## src/mma_pkg.sv

```systemverilog
// shared constants, item types and control structs for the moving average unit
package mma_pkg;

  localparam int WINDOW   = 16;
  localparam int CHANNELS = 3;
  localparam int SAMPLE_W = 12;
  localparam int CHAN_W   = 2;

  localparam int FILL_W = $clog2(WINDOW + 1);
  localparam int POS_W  = (WINDOW > 1) ? $clog2(WINDOW) : 1;
  localparam int SUM_W  = SAMPLE_W + FILL_W;
  localparam int CH_W   = (CHANNELS > 1) ? $clog2(CHANNELS) : 1;
  localparam int DEPTH  = CHANNELS * WINDOW;
  localparam int ADDR_W = (DEPTH > 1) ? $clog2(DEPTH) : 1;
  localparam int CNT_W  = $clog2(SUM_W + 1);

  typedef struct packed {
    logic [CHAN_W-1:0]   channel;
    logic [SAMPLE_W-1:0] sample;
  } in_item_t;

  typedef struct packed {
    logic [SAMPLE_W-1:0] average;
    logic                window_full;
  } out_item_t;

  typedef struct packed {
    logic accept;
    logic rd;
    logic upd;
    logic load_out;
  } cmd_t;

  typedef struct packed {
    logic div_done;
    logic out_busy;
  } sts_t;

endpackage

```

## src/multichannel_moving_average_unit.sv

```systemverilog
// top level of the multichannel moving average unit
//
//   channel | direction | valid     | stall     | payload
//   --------+-----------+-----------+-----------+------------------------------
//   in      | input     | in_valid  | in_stall  | in_data  (channel, sample)
//   out     | output    | out_valid | out_stall | out_data (average, window_full)
//
// one item at a time: accept, store read, update, then divide
// a new item is accepted only once the last one is handed off; the mean is formed
// by the bit-serial divider one quotient bit a cycle
// reset clears sums, fill counts and ring positions; the sample store needs no clearing
// a result stalled at the output holds the next item in the divider only;
// the next item is accepted while a result waits in the output register
module multichannel_moving_average_unit (
  input  logic                clk,
  input  logic                rst_n,
  input  logic                in_valid,
  output logic                in_stall,
  input  mma_pkg::in_item_t   in_data,
  output logic                out_valid,
  input  logic                out_stall,
  output mma_pkg::out_item_t  out_data
);
  import mma_pkg::*;

  cmd_t cmd;
  sts_t sts;

  mma_ctrl u_ctrl (
    .clk      (clk),
    .rst_n    (rst_n),
    .in_valid (in_valid),
    .in_stall (in_stall),
    .sts      (sts),
    .cmd      (cmd)
  );

  mma_datapath u_dp (
    .clk       (clk),
    .rst_n     (rst_n),
    .cmd       (cmd),
    .sts       (sts),
    .in_data   (in_data),
    .out_data  (out_data),
    .out_valid (out_valid),
    .out_stall (out_stall)
  );

  // block is busy right after taking an item
  a_busy_after_accept: assert property (@(posedge clk) disable iff (!rst_n)
    in_valid && !in_stall |=> in_stall)
    else $error("input taken while an item is in progress");

  // a new result only appears at the end of an item's work
  a_result_from_work: assert property (@(posedge clk) disable iff (!rst_n)
    $rose(out_valid) |-> $past(in_stall))
    else $error("result produced without an item in progress");

  // reset leaves the unit empty and ready
  a_reset_clears: assert property (@(posedge clk)
    !rst_n |=> !out_valid && !in_stall)
    else $error("unit not empty after reset");

endmodule

```

## src/mma_div.sv

```systemverilog
// restoring divider, one quotient bit per cycle
module mma_div (
  input  logic                     clk,
  input  logic                     rst_n,
  input  logic                     start,
  input  logic [mma_pkg::SUM_W-1:0]  dividend,
  input  logic [mma_pkg::FILL_W-1:0] divisor,
  output logic [mma_pkg::SUM_W-1:0]  quotient,
  output logic                     done
);
  import mma_pkg::*;

  logic [SUM_W-1:0]  quo_r, quo_nxt;
  logic [FILL_W-1:0] rem_r, rem_nxt;
  logic [FILL_W-1:0] dvs_r;
  logic [CNT_W-1:0]  cnt_r;
  logic [FILL_W:0]   trial;
  logic              qbit;

  always_comb begin
    trial = {rem_r, quo_r[SUM_W-1]};
    qbit  = (trial >= {1'b0, dvs_r});
    if (qbit) begin
      rem_nxt = FILL_W'(trial - {1'b0, dvs_r});
    end else begin
      rem_nxt = FILL_W'(trial);
    end
    quo_nxt = {quo_r[SUM_W-2:0], qbit};
  end

  always_ff @(posedge clk) begin
    if (!rst_n) begin
      cnt_r <= '0;
    end else if (start) begin
      cnt_r <= CNT_W'(SUM_W);
    end else if (cnt_r != '0) begin
      cnt_r <= cnt_r - CNT_W'(1);
    end
  end

  always_ff @(posedge clk) begin
    if (start) begin
      quo_r <= dividend;
      rem_r <= '0;
      dvs_r <= divisor;
    end else if (cnt_r != '0) begin
      quo_r <= quo_nxt;
      rem_r <= rem_nxt;
    end
  end

  assign quotient = quo_r;
  assign done     = (cnt_r == '0);

endmodule

```

## src/mma_datapath.sv

```systemverilog
// per-channel window store, running sums, fill and ring state, divider and output register
module mma_datapath (
  input  logic                clk,
  input  logic                rst_n,
  input  mma_pkg::cmd_t       cmd,
  output mma_pkg::sts_t       sts,
  input  mma_pkg::in_item_t   in_data,
  output mma_pkg::out_item_t  out_data,
  output logic                out_valid,
  input  logic                out_stall
);
  import mma_pkg::*;

  logic [SAMPLE_W-1:0] mem [DEPTH];

  logic [CH_W-1:0]     ch_r;
  logic                bad_r;
  logic [SAMPLE_W-1:0] smp_r;
  logic [SAMPLE_W-1:0] rdata_r;
  logic                full_r;
  logic [SUM_W-1:0]    sum_r  [CHANNELS];
  logic [FILL_W-1:0]   fill_r [CHANNELS];
  logic [POS_W-1:0]    pos_r  [CHANNELS];
  out_item_t           out_r;
  logic                out_valid_r;

  logic [SUM_W-1:0]    cur_sum;
  logic [FILL_W-1:0]   cur_fill;
  logic [POS_W-1:0]    cur_pos;
  logic                is_full;
  logic [ADDR_W-1:0]   addr;
  logic [SUM_W-1:0]    new_sum;
  logic [POS_W-1:0]    pos_inc;
  logic [SUM_W-1:0]    dividend;
  logic [FILL_W-1:0]   divisor;
  logic [SUM_W-1:0]    quotient;
  logic                div_done;
  logic                in_bad;

  assign in_bad = (int'(in_data.channel) >= CHANNELS);

  always_comb begin
    cur_sum  = sum_r[ch_r];
    cur_fill = fill_r[ch_r];
    cur_pos  = pos_r[ch_r];
    is_full  = (cur_fill == FILL_W'(WINDOW));
    addr     = ADDR_W'(ch_r) * ADDR_W'(WINDOW)
             + (is_full ? ADDR_W'(cur_pos) : ADDR_W'(cur_fill));
    // oldest sample drops out only once the window is full
    new_sum  = cur_sum - (is_full ? SUM_W'(rdata_r) : '0) + SUM_W'(smp_r);
    pos_inc  = (cur_pos == POS_W'(WINDOW - 1)) ? '0 : cur_pos + POS_W'(1);
    if (bad_r) begin
      dividend = '0;
      divisor  = FILL_W'(1);
    end else begin
      dividend = new_sum;
      divisor  = is_full ? FILL_W'(WINDOW) : cur_fill + FILL_W'(1);
    end
  end

  mma_div u_div (
    .clk      (clk),
    .rst_n    (rst_n),
    .start    (cmd.upd),
    .dividend (dividend),
    .divisor  (divisor),
    .quotient (quotient),
    .done     (div_done)
  );

  always_ff @(posedge clk) begin
    if (cmd.accept) begin
      ch_r  <= in_bad ? '0 : CH_W'(in_data.channel);
      bad_r <= in_bad;
      smp_r <= in_data.sample;
    end
    if (cmd.rd) begin
      rdata_r <= mem[addr];
    end
    if (cmd.upd) begin
      full_r <= is_full && !bad_r;
      if (!bad_r) begin
        mem[addr] <= smp_r;
      end
    end
    if (cmd.load_out) begin
      out_r.average     <= quotient[SAMPLE_W-1:0];
      out_r.window_full <= full_r;
    end
  end

  always_ff @(posedge clk) begin
    if (!rst_n) begin
      for (int i = 0; i < CHANNELS; i++) begin
        sum_r[i]  <= '0;
        fill_r[i] <= '0;
        pos_r[i]  <= '0;
      end
    end else if (cmd.upd && !bad_r) begin
      sum_r[ch_r] <= new_sum;
      if (is_full) begin
        pos_r[ch_r] <= pos_inc;
      end else begin
        fill_r[ch_r] <= cur_fill + FILL_W'(1);
      end
    end
  end

  always_ff @(posedge clk) begin
    if (!rst_n) begin
      out_valid_r <= 1'b0;
    end else if (cmd.load_out) begin
      out_valid_r <= 1'b1;
    end else if (!out_stall) begin
      out_valid_r <= 1'b0;
    end
  end

  assign out_valid    = out_valid_r;
  assign out_data     = out_r;
  assign sts.div_done = div_done;
  assign sts.out_busy = out_valid_r && out_stall;

endmodule

```

## src/mma_ctrl.sv

```systemverilog
// sequencing state machine: accept, store read, update, divide, hand off
module mma_ctrl (
  input  logic          clk,
  input  logic          rst_n,
  input  logic          in_valid,
  output logic          in_stall,
  input  mma_pkg::sts_t sts,
  output mma_pkg::cmd_t cmd
);
  import mma_pkg::*;

  typedef enum logic [3:0] {
    ST_IDLE = 4'b0001,
    ST_READ = 4'b0010,
    ST_UPD  = 4'b0100,
    ST_DIV  = 4'b1000
  } state_t;

  state_t state_r, state_nxt;

  always_comb begin
    state_nxt = state_r;
    cmd       = '0;
    case (state_r)
      ST_IDLE: begin
        if (in_valid) begin
          cmd.accept = 1'b1;
          state_nxt  = ST_READ;
        end
      end
      ST_READ: begin
        cmd.rd    = 1'b1;
        state_nxt = ST_UPD;
      end
      ST_UPD: begin
        cmd.upd   = 1'b1;
        state_nxt = ST_DIV;
      end
      ST_DIV: begin
        // quotient waits in the divider while the output register is held
        if (sts.div_done && !sts.out_busy) begin
          cmd.load_out = 1'b1;
          state_nxt    = ST_IDLE;
        end
      end
      default: begin
        state_nxt = ST_IDLE;
      end
    endcase
  end

  always_ff @(posedge clk) begin
    if (!rst_n) begin
      state_r <= ST_IDLE;
    end else begin
      state_r <= state_nxt;
    end
  end

  assign in_stall = (state_r != ST_IDLE);

endmodule
```

## config.mk

```make
export PLATFORM = sky130hd
export DESIGN_NAME = multichannel_moving_average_unit
export DESIGN_NICKNAME = d
export VERILOG_FILES = /design/src/mma_pkg.sv /design/src/multichannel_moving_average_unit.sv /design/src/mma_div.sv /design/src/mma_datapath.sv /design/src/mma_ctrl.sv
export SDC_FILE = /design/constraint.sdc
export NUM_CORES = 1
export LEC_CHECK = 0
export BUFFER_PORTS_ARGS = -buffer_cell sky130_fd_sc_hd__buf_2
export CORE_ASPECT_RATIO = 0.5
export CORE_UTILIZATION = 40
export CTS_CLUSTER_DIAMETER = 50
export DETAILED_ROUTE_END_ITERATION = 16
export GPL_TIMING_DRIVEN = 0
export HOLD_SLACK_MARGIN = 0.05
export PLACE_DENSITY = 0.61
export SYNTH_ARGS = -nofsm -noshare
export SYNTH_HDL_FRONTEND = slang
export SYNTH_HIERARCHICAL = 1
export SYNTH_SLANG_ARGS = --single-unit
```

## constraint.sdc

```tcl
create_clock -name clk -period 4.75 [get_ports clk]
set_input_delay 0.7125 -clock clk [delete_from_list [all_inputs] [get_ports clk]]
set_output_delay 0.7125 -clock clk [all_outputs]
set_load 0.02 [all_outputs]
```

==> impl_results.md, run 1 <==
* Clock Path Buffers at 3
* Layout area overhead at 17.3%
* Post-DP HPWL at between 50000 and 60000 um
* Met1 WL at ~36000 um
* Setup crit end kind: register
* Yosys top cell by area: edfxtp_1
* Largest net degree at the start of global routing at 31
* Fmax at a little over 0.2 GHz
* Final hold vios at 0
* CTS tree: done
* Clock Sinks at 760
* FF-to-FF setup slack at -0.18 ns
* R2R Path End: u_dp/mem[42][2]
* Static Leak at roughly 12 nW
* Synth warn at 6
* Peak supply drop at approximately 250 uV
* Worst endpoint required time at about 5.0 ns
* Final min period at approximately 4.9 ns
* WHS Path Cells at 1
* Synth top area cells: edfxtp_1 (72%), a22oi_1 (3.1%), nor2_1 (2.1%)
* Most frequent cell after synthesis: edfxtp_1
* Fin crit share at 104%
* Synthesized flop and latch total at 760
* Ys async rst share at 0%
* Initial antenna violation count at 4
* CTS buffer count at 71
* Sequential-to-total area share from yosys stat at between 70% and 80%
* Number of distinct library cells after synthesis at 72
* Vias per inst at 5.83
* R2R depth at 9
* Cts-stage hold buffer count at 0
* Post-Synthesis Cells at 2028
* Number of port buffers at 32
* DRC at 0
* DR iter-0 viols at about 2500
* Antenna viol nets, final at 1
* Synthesized area per cell at 15.2 um^2
* Placed Area at between 0.03 and 0.04 mm^2
* Rows at slightly above 70
* Reg clk slew, reported paths at 0.06 ns
* Count of pins over their slew limit at 0
* Ys flop type: edfxtp_1
* Min-Delay Endpoint: u_dp/smp_r[11]
* Post-route cell area at roughly 0.036 mm^2
* Tot GR Track Use at 22.1%
* Worst Hold Class: in -> reg
* Final setup violation count at ~300
* Detailed Routing Iterations Pass 1 at 6
* Worst relative slew slack at 17.5%
* CP Max Fanout at 12
* Hold Crit Start: in_data[11]
* Startpoint type of the worst setup path: register
* Die ar. at 0.0782 mm^2
* Status: complete, but fails checks
* Final wirelength at 87700 um
* Syn nets at 2086
* Clk_lat worst skew at about 0.63 ns
* Yosys top cell area share at about 72%
* Pwr dens at 473 mW/mm^2
* Layout Skew at around 0.028 ns
* Layout Nets at between 2000 and 2500
* Mapped cell area at 0.0308 mm^2
* Root Buffer: clkbuf_16
* Number of global-route vias before repair at about 18000
* Worst-Margin Slew at between 1 and 1.5 ns
* GPL Wtd Cong at a little over 0.9
* Share of post-route cells with drive strength above 1 at between 10% and 20%
* Met2 WL at between 30000 and 40000 um
* Core Area at ~0.076 mm^2
* RSZ-0062 raised after global routing: true
* Met3 wire len at between 9000 and 10000 um
* PnR worst setup slack at -0.176 ns
* Drt wl/cell at roughly 27 um
* Violated checks: antenna rules, setup timing
* Synth top cells by count: edfxtp_1 (743), nor2_1 (176), nand2_1 (172)
* CTS H-tree depth at 3
* Top sig layer: met5
* Max Cap Viol at 0
* Vias at approximately 19000
* Grt ovf at 0
* EDFF count, synth at 743
* Initial Utilization at between 40% and 50%
* Fill count at around 6400
* Hold WS at between 0.2 and 0.3 ns
* First-pass GRT wire length at between 100000 and 150000 um
* Core Util, Final at between 40% and 50%
* CP Class: reg -> reg
* Boundary Pins at 33
* Die W at 394 um
* Vert. Die Dim at 198 um
* CP arrival at approximately 5.2 ns
## critical path, stage by stage (launching register included)
cell and delay [ns]:
dfxtp_2 0.34, buf_12 0.13, buf_4 0.14, mux4_2 0.57
nand4b_1 0.20, and2_1 0.31, clkbuf_1 0.53, clkbuf_1 0.83
nand2b_1 0.58, nor2_2 0.89
## per-stage QoR
step	cells	setup WS, ns	power [mW]	setup TNS [ns]
floorplan	2028	0.0195	9.78	0
global placement	3082	-0.989	10.9	-249.51
detailed placement	3104	-0.994	11.0	-268.52
CTS	3248	-0.205	16.8	-7.55
global route	3266	-0.214	17.6	-29.27
finish	3271	-0.176	17.1	-27.36
## cell type report
type,instances,area (um^2),area share [%]
clock buffers,89,1920,5.31
repair buffers,89,992,2.75
clock inverters,39,388,1.07
diodes,5,12.5,0.0346
plain buffers,105,523,1.45
well taps,1022,1280,3.54
inverters,95,357,0.987
multi-input cells,1067,8000,22.2
flip-flops and latches,760,22700,62.7
## cells by family (layout without fill, tap and decap cells)
kind of cell    count (synthesis)  in the layout  synth area share, %
fa+ha+maj                      40             40                 1.94
other cells                     0              5                    0
flops                         760            760                 73.6
simple gates                  575            575                 8.88
xor+xnor                       22             22                0.626
mux                            63             63                 3.24
compound gates                367            367                 9.07
buf+inv                       201            417                 2.67
## registers in the layout (all words and copies together), names as in the netlist, 12 cells and up, named ones only
signal and cells:
u_dp/fill_r 20, u_dp/smp_r 12, u_dp/u_div/quotient 17, u_dp/sum_r 68
u_dp/out_data 13, u_dp/rdata_r 12, u_dp/mem 576, u_dp/pos_r 16
## layer usage
| metal | track usage, % | vias up |
|---|---|---|
| li1 | - | 8169 |
| met1 | 30.0 | 9639 |
| met2 | 34.1 | 1042 |
| met3 | 5.19 | 215 |
| met4 | 9.32 | 4 |
| met5 | 0.431 | - |
## repair_timing
item / 4_1_cts / 5_1_grt
setup buffers: 16 / 20
hold endpoints to repair: 0 / 0
resized for setup: 127 / 101
endpoints found under the setup margin: 640 / 511
pin swaps: 11 / 32
## where the power goes
part	leakage (nW)	switching (mW)	internal, mW
Sequential	6.95	0.136	7.69
Combinational	4.23	2.29	1.28
Clock	1.13	2.49	3.21
## cells in the final DEF, fill, tap and decap left out, drive strengths merged, types with 11 or more instances in the layout
| master | count |
|---|---|
| clkinv | 28 |
| a21oi | 45 |
| buf | 121 |
| o21bai | 15 |
| nor2b | 13 |
| dfxtp | 17 |
| nand2 | 172 |
| clkbuf | 162 |
| a221oi | 14 |
| mux4 | 26 |
| inv | 99 |
| mux2 | 28 |
| ha | 27 |
| xnor2 | 13 |
| a2111oi | 33 |
| a22oi | 126 |
| and2 | 23 |
| nor3 | 16 |
| fa | 13 |
| nand3 | 25 |
| o2111ai | 11 |
| a41oi | 30 |
| o21ai | 16 |
| edfxtp | 743 |
| nor2 | 176 |
| and3 | 103 |
## how the worst max path moves through the flow
stage               cells after the start  slack (ns)                 endpoint      from
CTS                                    13       -0.20           u_dp/mem[4][7]  register
finish                                  9       -0.18          u_dp/mem[42][2]  register
detailed placement                     17       -0.99  u_dp/u_div/quotient[16]  register
global placement                       17       -0.99  u_dp/u_div/quotient[16]  register
floorplan                              20        0.02  u_dp/u_div/quotient[16]  register
global route                           10       -0.21          u_dp/mem[26][2]  register
(Power assumes the default switching activity.)
==> run 2: changes to the inputs <==
SETUP_SLACK_MARGIN = 0.5   (was default)
==> run 2 against run 1 <==
  * The flow now finishes without violations
  * Clock-buffer cell count rose by 4
  * Final cell count up 2.0%
  * Via count is 2.4% higher
  * Maximum frequency up 5.9%
  * Register-to-register slack improved by 0.27 ns
  * Clock power about the same
  * Non-clock buffer count grew 69
==> impl_results.md, run 2 (synthesis gave the netlist of run 1 again) <==
* Status: finished clean (was complete, but fails checks)
* Met2 WL at 40800 um (was 39200 um)
* Final min period at 4.65 ns (was 4.93 ns)
* CP top delay family: buffers and inverters (was simple AND/OR/NAND/NOR gates)
* Worst endpoint required time at 5.12 ns (was 4.99 ns)
* Share of post-route cells with drive strength above 1 at 27.9% (was 19.2%)
* Rows at 71 (unchanged)
* CTS H-tree depth at 3 (unchanged)
* Reg clk slew, reported paths at 0.06 ns (about the same)
* Top sig layer: met4 (was met5)
* GPL Wtd Cong at 0.914 (was 0.921)
* Fin crit share at 97.9% (was 104%)
* Detailed Routing Iterations Pass 1 at 6 (unchanged)
* Met3 wire len at 8910 um (was 9000 um)
* Max Cap Viol at 0 (unchanged)
* Final hold vios at 0 (unchanged)
* Met1 WL at 36300 um (was 35600 um)
* Initial Utilization at 40.7% (unchanged)
* Vert. Die Dim at 198 um (unchanged)
* Max reg flops at 576 (unchanged)
* Grt ovf at 0 (unchanged)
* Die W at 394 um (unchanged)
* Die ar. at 0.0782 mm^2 (unchanged)
* Crit-path max cell delay at 0.57 ns (was 0.89 ns)
* Final wirelength at 89200 um (was 87700 um)
* Layout Skew at 0.0278 ns (was 0.0285 ns)
* Final Non-Filler Cells at 3338 (was 3271)
* Layout Nets at 2317 (was 2247)
* Pwr dens at 461 mW/mm^2 (was 473 mW/mm^2)
* Post-DP HPWL at 57100 um (was 57200 um)
* CP arrival at 5.02 ns (was 5.16 ns)
* Hold Crit Start: in_data[0] (was in_data[11])
* Largest reg by FF count: u_dp/mem (unchanged)
* Worst Path Buf+Inv at 7 (was 4)
* Crit-path cells: buf_12 -> mux4_2 -> inv_4 -> ha_4 -> and4bb_1 -> buf_6 -> clkbuf_16 -> and2_4 -> fa_1 -> buf_4 -> fa_2 -> nor2b_4 -> o21ai_2 -> a21boi_2 -> o211ai_1 -> buf_4 -> buf_6 -> a21boi_4 -> o21ai_2 -> nand4b_1 -> a31oi_4 -> mux2_4 (was buf_12 -> buf_4 -> mux4_2 -> nand4b_1 -> and2_1 -> clkbuf_1 -> clkbuf_1 -> nand2b_1 -> nor2_2)
* Final setup violation count at 0 (was 295)
* Largest net degree at the start of global routing at 30 (was 31)
* Vias at 19500 (was 19100)
* Fill count at 6168 (was 6438)
* Number of port buffers at 32 (unchanged)
* Worst relative slew slack at 29.7% (was 17.5%)
* First-pass GRT wire length at 126000 um (was 125000 um)
* Core Util, Final at 50.6% (was 47.7%)
* Worst-Margin Slew at 1.05 ns (was 1.24 ns)
* Fmax at 0.215 GHz (was 0.203 GHz)
* Clk_lat worst skew at 0.63 ns (about the same)
* Startpoint type of the worst setup path: register (unchanged)
* CP max-delay cell: mux4_2 (was nor2_2)
* Boundary Pins at 33 (unchanged)
* DRC at 0 (unchanged)
* Tot GR Track Use at 22.2% (was 22.1%)
* Worst Hold Class: in -> reg (unchanged)
* DR iter-0 viols at 2540 (was 2485)
* CP Class: reg -> reg (unchanged)
* Setup crit end kind: register (unchanged)
* Clock Sinks at 760 (unchanged)
* Vias per inst at 5.85 (was 5.83)
* CP Max Fanout at 8 (was 12)
* RSZ-0062 raised after global routing: true (unchanged)
* Peak supply drop at 247 uV (was 254 uV)
* Layout area overhead at 24.3% (was 17.3%)
* Core Area at 0.0757 mm^2 (unchanged)
* CTS tree: done (unchanged)
* CTS buffer count at 72 (was 71)
* Cts-stage hold buffer count at 0 (unchanged)
* Dpl cells at 3105 (was 3104)
* Total power at 17.6 mW (was 17.1 mW)
* Most common cell after layout, fill and taps aside: edfxtp_1 (unchanged)
* Biggest regs: u_dp/mem: 576 flops, u_dp/sum_r: 68 flops, u_dp/fill_r: 20 flops (unchanged)
* Static Leak at 13.0 nW (was 12.3 nW)
* Count of pins over their slew limit at 0 (unchanged)
* Number of global-route vias before repair at 18300 (was 18000)
* Clock Path Buffers at 3 (unchanged)
* Root Buffer: clkbuf_16 (unchanged)
* Initial antenna violation count at 1 (was 4)
* Drt wl/cell at 26.7 um (was 26.8 um)
* Antenna viol nets, final at 0 (was 1)
* Commonest cells after routing, fill and taps aside: edfxtp_1 (743), nand2_1 (166), a22oi_1 (120), nor2_1 (105), and3_1 (101) (was edfxtp_1 (743), nand2_1 (171), a22oi_1 (126), nor2_1 (119), and3_1 (101))
-- run 2: worst reg2reg max path, cell delays in order (launching register included) --
cell,delay [ns]
dfxtp_2,0.34
buf_12,0.13
mux4_2,0.58
inv_4,0.10
ha_4,0.13
and4bb_1,0.23
buf_6,0.11
clkbuf_16,0.14
and2_4,0.14
fa_1,0.42
buf_4,0.15
fa_2,0.37
nor2b_4,0.13
o21ai_2,0.07
a21boi_2,0.17
o211ai_1,0.10
buf_4,0.17
buf_6,0.12
a21boi_4,0.14
o21ai_2,0.07
nand4b_1,0.17
a31oi_4,0.12
mux2_4,0.30
-- run 2: power breakdown --
group	switching, mW	leakage [nW]	internal [mW]	total (mW)
logic	2.52	4.97	1.62	4.14
registers	0.135	6.95	7.69	7.83
clock network	2.53	1.10	3.14	5.67
-- run 2: per-stage QoR --
step | instance area [um^2] | setup slack, ns | setup TNS, ns | hold slack, ns
2_1_floorplan | 30900 | 0.105 | 0 | 0.400
3_3_place_gp | 32300 | -0.577 | -196.28 | 0.410
3_5_place_dp | 32800 | -0.611 | -218.37 | 0.420
4_1_cts | 36400 | 0.0730 | 0 | 0.245
5_1_grt | 38300 | -0.0485 | -0.163 | 0.254
6_report | 38300 | 0.0980 | 0 | 0.267
-- run 2: path summary, 6_finish.rpt --
path / end / slack (ns) / depth (start not counted)
worst max register to register: u_dp/u_div/quotient[10] / 0.1 / 22
worst max-delay path: u_dp/u_div/quotient[10] / 0.1 / 22
worst min register to register: u_dp/out_data[0] / 0.44 / 0
worst min-delay path: u_dp/smp_r[0] / 0.27 / 1
-- run 2: metal layers --
layer / vias up / track usage (%)
met5: - / 0
met4: 0 / 7.77
met3: 198 / 3.95
met2: 1135 / 35.1
met1: 9869 / 31.1
li1: 8316 / -
-- run 2: cell type report --
type                    instances  area, um^2  share of cell area, %
flip-flops and latches        760       22700                   59.2
multi-input cells            1067        9130                   23.9
clock buffers                  93        1900                   4.97
repair buffers                157        1900                   4.97
well taps                    1022        1280                   3.34
plain buffers                 106         674                   1.76
clock inverters                36         367                  0.958
inverters                      95         359                  0.938
diodes                          2        5.00                 0.0131
-- run 2: repair_timing --
action	CTS	global route
pin swaps	40	94
gates resized for setup	246	269
endpoints found under the setup margin	649	619
buffers inserted	47	55
